===== config.mk =====
export PLATFORM = sky130hd
export DESIGN_NAME = mf3_window_median
export DESIGN_NICKNAME = d
export VERILOG_FILES = /design/src/hdl/mf3_pkg.sv /design/src/hdl/mf3_window_median.sv
export SDC_FILE = /design/constraint.sdc
export NUM_CORES = 2
export LEC_CHECK = 0
export ABC_CLOCK_PERIOD_IN_PS = 51200
export BUFFER_PORTS_ARGS = -buffer_cell sky130_fd_sc_hd__buf_2
export CORE_ASPECT_RATIO = 1.4
export CORE_UTILIZATION = 65
export DETAILED_ROUTE_END_ITERATION = 10
export PLACE_DENSITY_LB_ADDON = 0.15
export REMOVE_ABC_BUFFERS = 1
export SETUP_SLACK_MARGIN = 0.3
export SYNTH_ARGS = -nofsm -noshare
export SYNTH_HDL_FRONTEND = slang
export SYNTH_SLANG_ARGS = --single-unit
export TNS_END_PERCENT = 10

===== constraint.sdc =====
create_clock -name vclk -period 51.2
set_input_delay 10.24 -clock vclk [all_inputs]
set_output_delay 10.24 -clock vclk [all_outputs]
set_load 0.02 [all_outputs]

===== src/hdl/mf3_pkg.sv =====
`default_nettype none

package mf3_pkg;

  // Channels per pixel and the width of one channel byte
  localparam int unsigned NUM_CH = 4;
  localparam int unsigned CH_W   = 8;

  // Width of the image dimension registers and their smallest legal value
  localparam int unsigned DIM_W   = 13;
  localparam int unsigned DIM_MIN = 3;
  localparam int unsigned MASK_W  = 4;

  // Register map, index = paddr[3:2]
  localparam int unsigned ADDR_W = 4;
  localparam logic [1:0] REG_WIDTH  = 2'd0;
  localparam logic [1:0] REG_HEIGHT = 2'd1;
  localparam logic [1:0] REG_MASK   = 2'd2;

  // Register reset values
  localparam int unsigned WIDTH_RST  = 640;
  localparam int unsigned HEIGHT_RST = 480;
  localparam logic [MASK_W-1:0] MASK_RST = 4'b0111;

  typedef logic [NUM_CH*CH_W-1:0] pixel_t;

  // 3x3 window: entry col*3 + row, column 0 oldest, row 0 oldest line
  typedef pixel_t [8:0] window_t;

  // Border flags of the pixel whose result is being formed
  typedef struct packed {
    logic first_col;
    logic last_col;
    logic first_row;
    logic last_row;
  } border_t;

  // Saturate a written dimension into [DIM_MIN, hi]
  function automatic logic [DIM_W-1:0] clamp_dim(input logic [DIM_W-1:0] v,
                                                 input logic [31:0] hi);
    logic [DIM_W-1:0] r;
    if (32'(v) < 32'(DIM_MIN)) begin
      r = DIM_W'(DIM_MIN);
    end else if (32'(v) > hi) begin
      r = hi[DIM_W-1:0];
    end else begin
      r = v;
    end
    return r;
  endfunction

endpackage

`default_nettype wire


===== src/hdl/mf3_window_median.sv =====
`default_nettype none

// Per-channel 3x3 median with border replication and channel mask
module mf3_window_median import mf3_pkg::*; (
  input  wire window_t           win_i,
  input  wire border_t           bord_i,
  input  wire logic [MASK_W-1:0] mask_i,
  output pixel_t                 pix_o
);

  // compare-exchange: returns {min, max}
  function automatic logic [2*CH_W-1:0] cx(input logic [CH_W-1:0] x,
                                           input logic [CH_W-1:0] y);
    return (x > y) ? {y, x} : {x, y};
  endfunction

  // 19-step median network
  function automatic logic [CH_W-1:0] median9(input logic [8:0][CH_W-1:0] vi);
    logic [8:0][CH_W-1:0] v;
    v = vi;
    {v[1], v[2]} = cx(v[1], v[2]);
    {v[4], v[5]} = cx(v[4], v[5]);
    {v[7], v[8]} = cx(v[7], v[8]);
    {v[0], v[1]} = cx(v[0], v[1]);
    {v[3], v[4]} = cx(v[3], v[4]);
    {v[6], v[7]} = cx(v[6], v[7]);
    {v[1], v[2]} = cx(v[1], v[2]);
    {v[4], v[5]} = cx(v[4], v[5]);
    {v[7], v[8]} = cx(v[7], v[8]);
    {v[0], v[3]} = cx(v[0], v[3]);
    {v[5], v[8]} = cx(v[5], v[8]);
    {v[4], v[7]} = cx(v[4], v[7]);
    {v[3], v[6]} = cx(v[3], v[6]);
    {v[1], v[4]} = cx(v[1], v[4]);
    {v[2], v[5]} = cx(v[2], v[5]);
    {v[4], v[7]} = cx(v[4], v[7]);
    {v[4], v[2]} = cx(v[4], v[2]);
    {v[6], v[4]} = cx(v[6], v[4]);
    {v[4], v[2]} = cx(v[4], v[2]);
    return v[4];
  endfunction

  logic [2:0][3:0] col_base;
  logic [2:0][3:0] row_off;
  window_t         nbr;
  pixel_t          centre;

  // Border replication: out-of-image neighbors take the centre column/row
  always_comb begin
    col_base[0] = bord_i.first_col ? 4'd3 : 4'd0;
    col_base[1] = 4'd3;
    col_base[2] = bord_i.last_col ? 4'd3 : 4'd6;
    row_off[0]  = bord_i.first_row ? 4'd1 : 4'd0;
    row_off[1]  = 4'd1;
    row_off[2]  = bord_i.last_row ? 4'd1 : 4'd2;
    for (int i = 0; i < 3; i++) begin
      for (int j = 0; j < 3; j++) begin
        nbr[i*3+j] = win_i[col_base[j] + row_off[i]];
      end
    end
    centre = win_i[4];
  end

  // Median or pass-through per channel
  always_comb begin
    logic [8:0][CH_W-1:0] v;
    for (int k = 0; k < NUM_CH; k++) begin
      for (int n = 0; n < 9; n++) begin
        v[n] = nbr[n][k*CH_W +: CH_W];
      end
      pix_o[k*CH_W +: CH_W] = mask_i[k] ? median9(v) : centre[k*CH_W +: CH_W];
    end
  end

endmodule

`default_nettype wire


==> flow_summary.yaml <==
flow_run:
  drv_cap: 0
global_route:
  antenna_found_initial: 39
  grt-ovfl-total: 0
  grt_pass1_vias: 37600
  grt_use_total_pct: 46.2
  grt_start_max_net_pins: 61
  grt_pass1_wl_um: 207000
detailed_routing:
  drc: 0
  routed_wl_um: 136000
  first_iter_violations: 3563
  wl_per_cell_um: 23.9
  routed_via_density: 6.97
  vias: 39800
  drt_pass1_iterations: 6
  detail-route-antenna-nets: 0
final_layout:
  nNetsFinal: 5845
  synthToLayoutAreaGrowth_pct: 5.83
  final_core_utilization_pct: 69.7
  fillers: 4876
  nClkBuffers: 0
  design_area_um2: 38500
  seq_cells: 0
  final_layout_size_suffix_gt1_share_pct: 18.4
  seqCellArea_um2: 0
logic_synthesis:
  synth_common_cells: "ha_1, nand2_1, mux2i_1, o21ai_0, a21oi_1"
  synth_area_um2: 36400
  synth_top_area_share_pct: 20.7
  synth_largest_area_cell: "ha_1"
  syn_area_per_cell_um2: 7.52
  synthCells: 4844
  synth_cell_types: 99
  synth_area_leaders: "ha_1, mux4_2, mux2i_1"
  ys_seq_area_share_pct: 0
  ys_warn_count: 0
  yosysMostFrequentCell: "ha_1"
setup_path:
  crit_top_cell: "o21ai_0"
  critPathKind: "input pin to output port"
  path_delay_family: "compound AO/OA/AOI/OAI gates"
  crit_slowest_cell: "o21ai_1"
  slowest_delay_ns: 0.95
  cp_num_buf_inv: 9
  cp.arrival_ns: 33.03
  start_kind: "input pin"
  cp-end-kind: "output port"
  path_max_fanout: 47
  critical_path_required_ns: 40.96
floorplan:
  core_area_um2: 55300
  rows: 102
  die_h_um: 282
  start_util_pct: 65.9
  dieArea_um2: 57000
  io_pins: 328
  die_w_um: 202
sta:
  finalSetupViolations: 0
  tightest_slew_ns: 1.23
  hold_slack_ns: 20.89
  max_freq_mhz: 23.1
  relSlewSlack_pct: 17.4
  drv_slew: 0
  rsz0062_at_grt: "false"
  hold_viol: 0
  fin_crit_sh_pct: 84.5
  min_period_ns: 43.27
  fin_tns_setup_ns: 0
hold_path:
  hold_depth: 3
  hold_path_startpoint: "mask_i[1]"
  worstHoldPathType: "input pin to output port"
  holdPathEnd: "pix_o[9]"
clock_network:
  cts.repair.resized: 0
  post-cts-setup-buffers: 0
  hold_buffers: 0
placed_design:
  portBuffers: 328
  place_area_um2: 38400
  dp_hpwl_um: 110000
  gp_congestion: 1.02
outcome:
  status: "complete, no violations"
area by class of cell:
cell class / instances / area [um^2] / area share, %
well taps: 728 / 911 / 2.36
inverters: 349 / 1310 / 3.40
diodes: 31 / 77.6 / 0.201
multi-input cells: 4214 / 34200 / 88.7
repair buffers: 381 / 2040 / 5.29
how the worst max path moves through the flow:
stage | startpoint | endpoint | depth (start not counted) | slack, ns
final | bord_i[2] | pix_o[24] | 91 | 7.93
after floorplan | bord_i[1] | pix_o[16] | 78 | 7.93
after CTS | bord_i[2] | pix_o[24] | 91 | 8.34
after global placement | bord_i[2] | pix_o[24] | 91 | 9.08
after global routing | bord_i[2] | pix_o[24] | 91 | 5.70
after detailed placement | bord_i[2] | pix_o[24] | 91 | 8.36
per-layer routing:
metal	vias up	GRT usage [%]	routed length, um
met2	2298	76.8	61900
li1	18300	-	-
met5	-	1.36	248
met1	18400	50.4	47500
met4	28	35.8	12400
met3	759	11.8	14100
per-stage QoR:
| step | setup slack, ns | cells |
|---|---|---|
| after floorplan | 7.93 | 4563 |
| after global placement | 9.08 | 5672 |
| after detailed placement | 8.36 | 5672 |
| after CTS | 8.34 | 5672 |
| after global routing | 5.70 | 5686 |
| final | 7.93 | 5703 |
layout by cell type (no fill, tap or decap), drive strengths merged, types with 9 or more instances in the layout:
master | Yosys | routed
a211o | 10 | 10
buf | 79 | 381
a211oi | 28 | 28
mux2i | 426 | 426
nand2b | 59 | 59
o21ba | 9 | 9
mux2 | 225 | 225
ha | 603 | 603
o211ai | 13 | 13
o221ai | 16 | 16
or2 | 17 | 17
o31a | 9 | 9
nand4 | 42 | 42
a31oi | 15 | 15
inv | 348 | 349
diode | 0 | 31
and2 | 16 | 16
a221oi | 22 | 22
nand3 | 130 | 130
o21a | 90 | 90
o31ai | 9 | 9
o221a | 9 | 9
o22ai | 20 | 20
a221o | 14 | 14
a22oi | 26 | 26
o21ai | 462 | 462
and3 | 39 | 39
or3 | 12 | 12
a21oi | 405 | 405
nand2 | 522 | 522
nor2b | 75 | 75
nor3 | 45 | 45
nor2 | 379 | 379
a21o | 115 | 115
o21bai | 22 | 22
mux4 | 221 | 221
cells by family (layout without fill, tap and decap cells):
kind of cell,count (synthesis),in the layout,share of synthesized area [%]
AND/OR/NAND/NOR,1373,1373,17.1
AO/OA/AOI/OAI,1359,1359,22.9
multiplexers,872,872,32.4
buffers and inverters,630,730,6.64
adder cells (fa/ha/maj),606,606,20.8
XOR/XNOR,4,4,0.0963
other,0,31,0
Power is not shown: default switching activity piles up to over one toggle a cycle in this logic, so the estimate is an artifact.
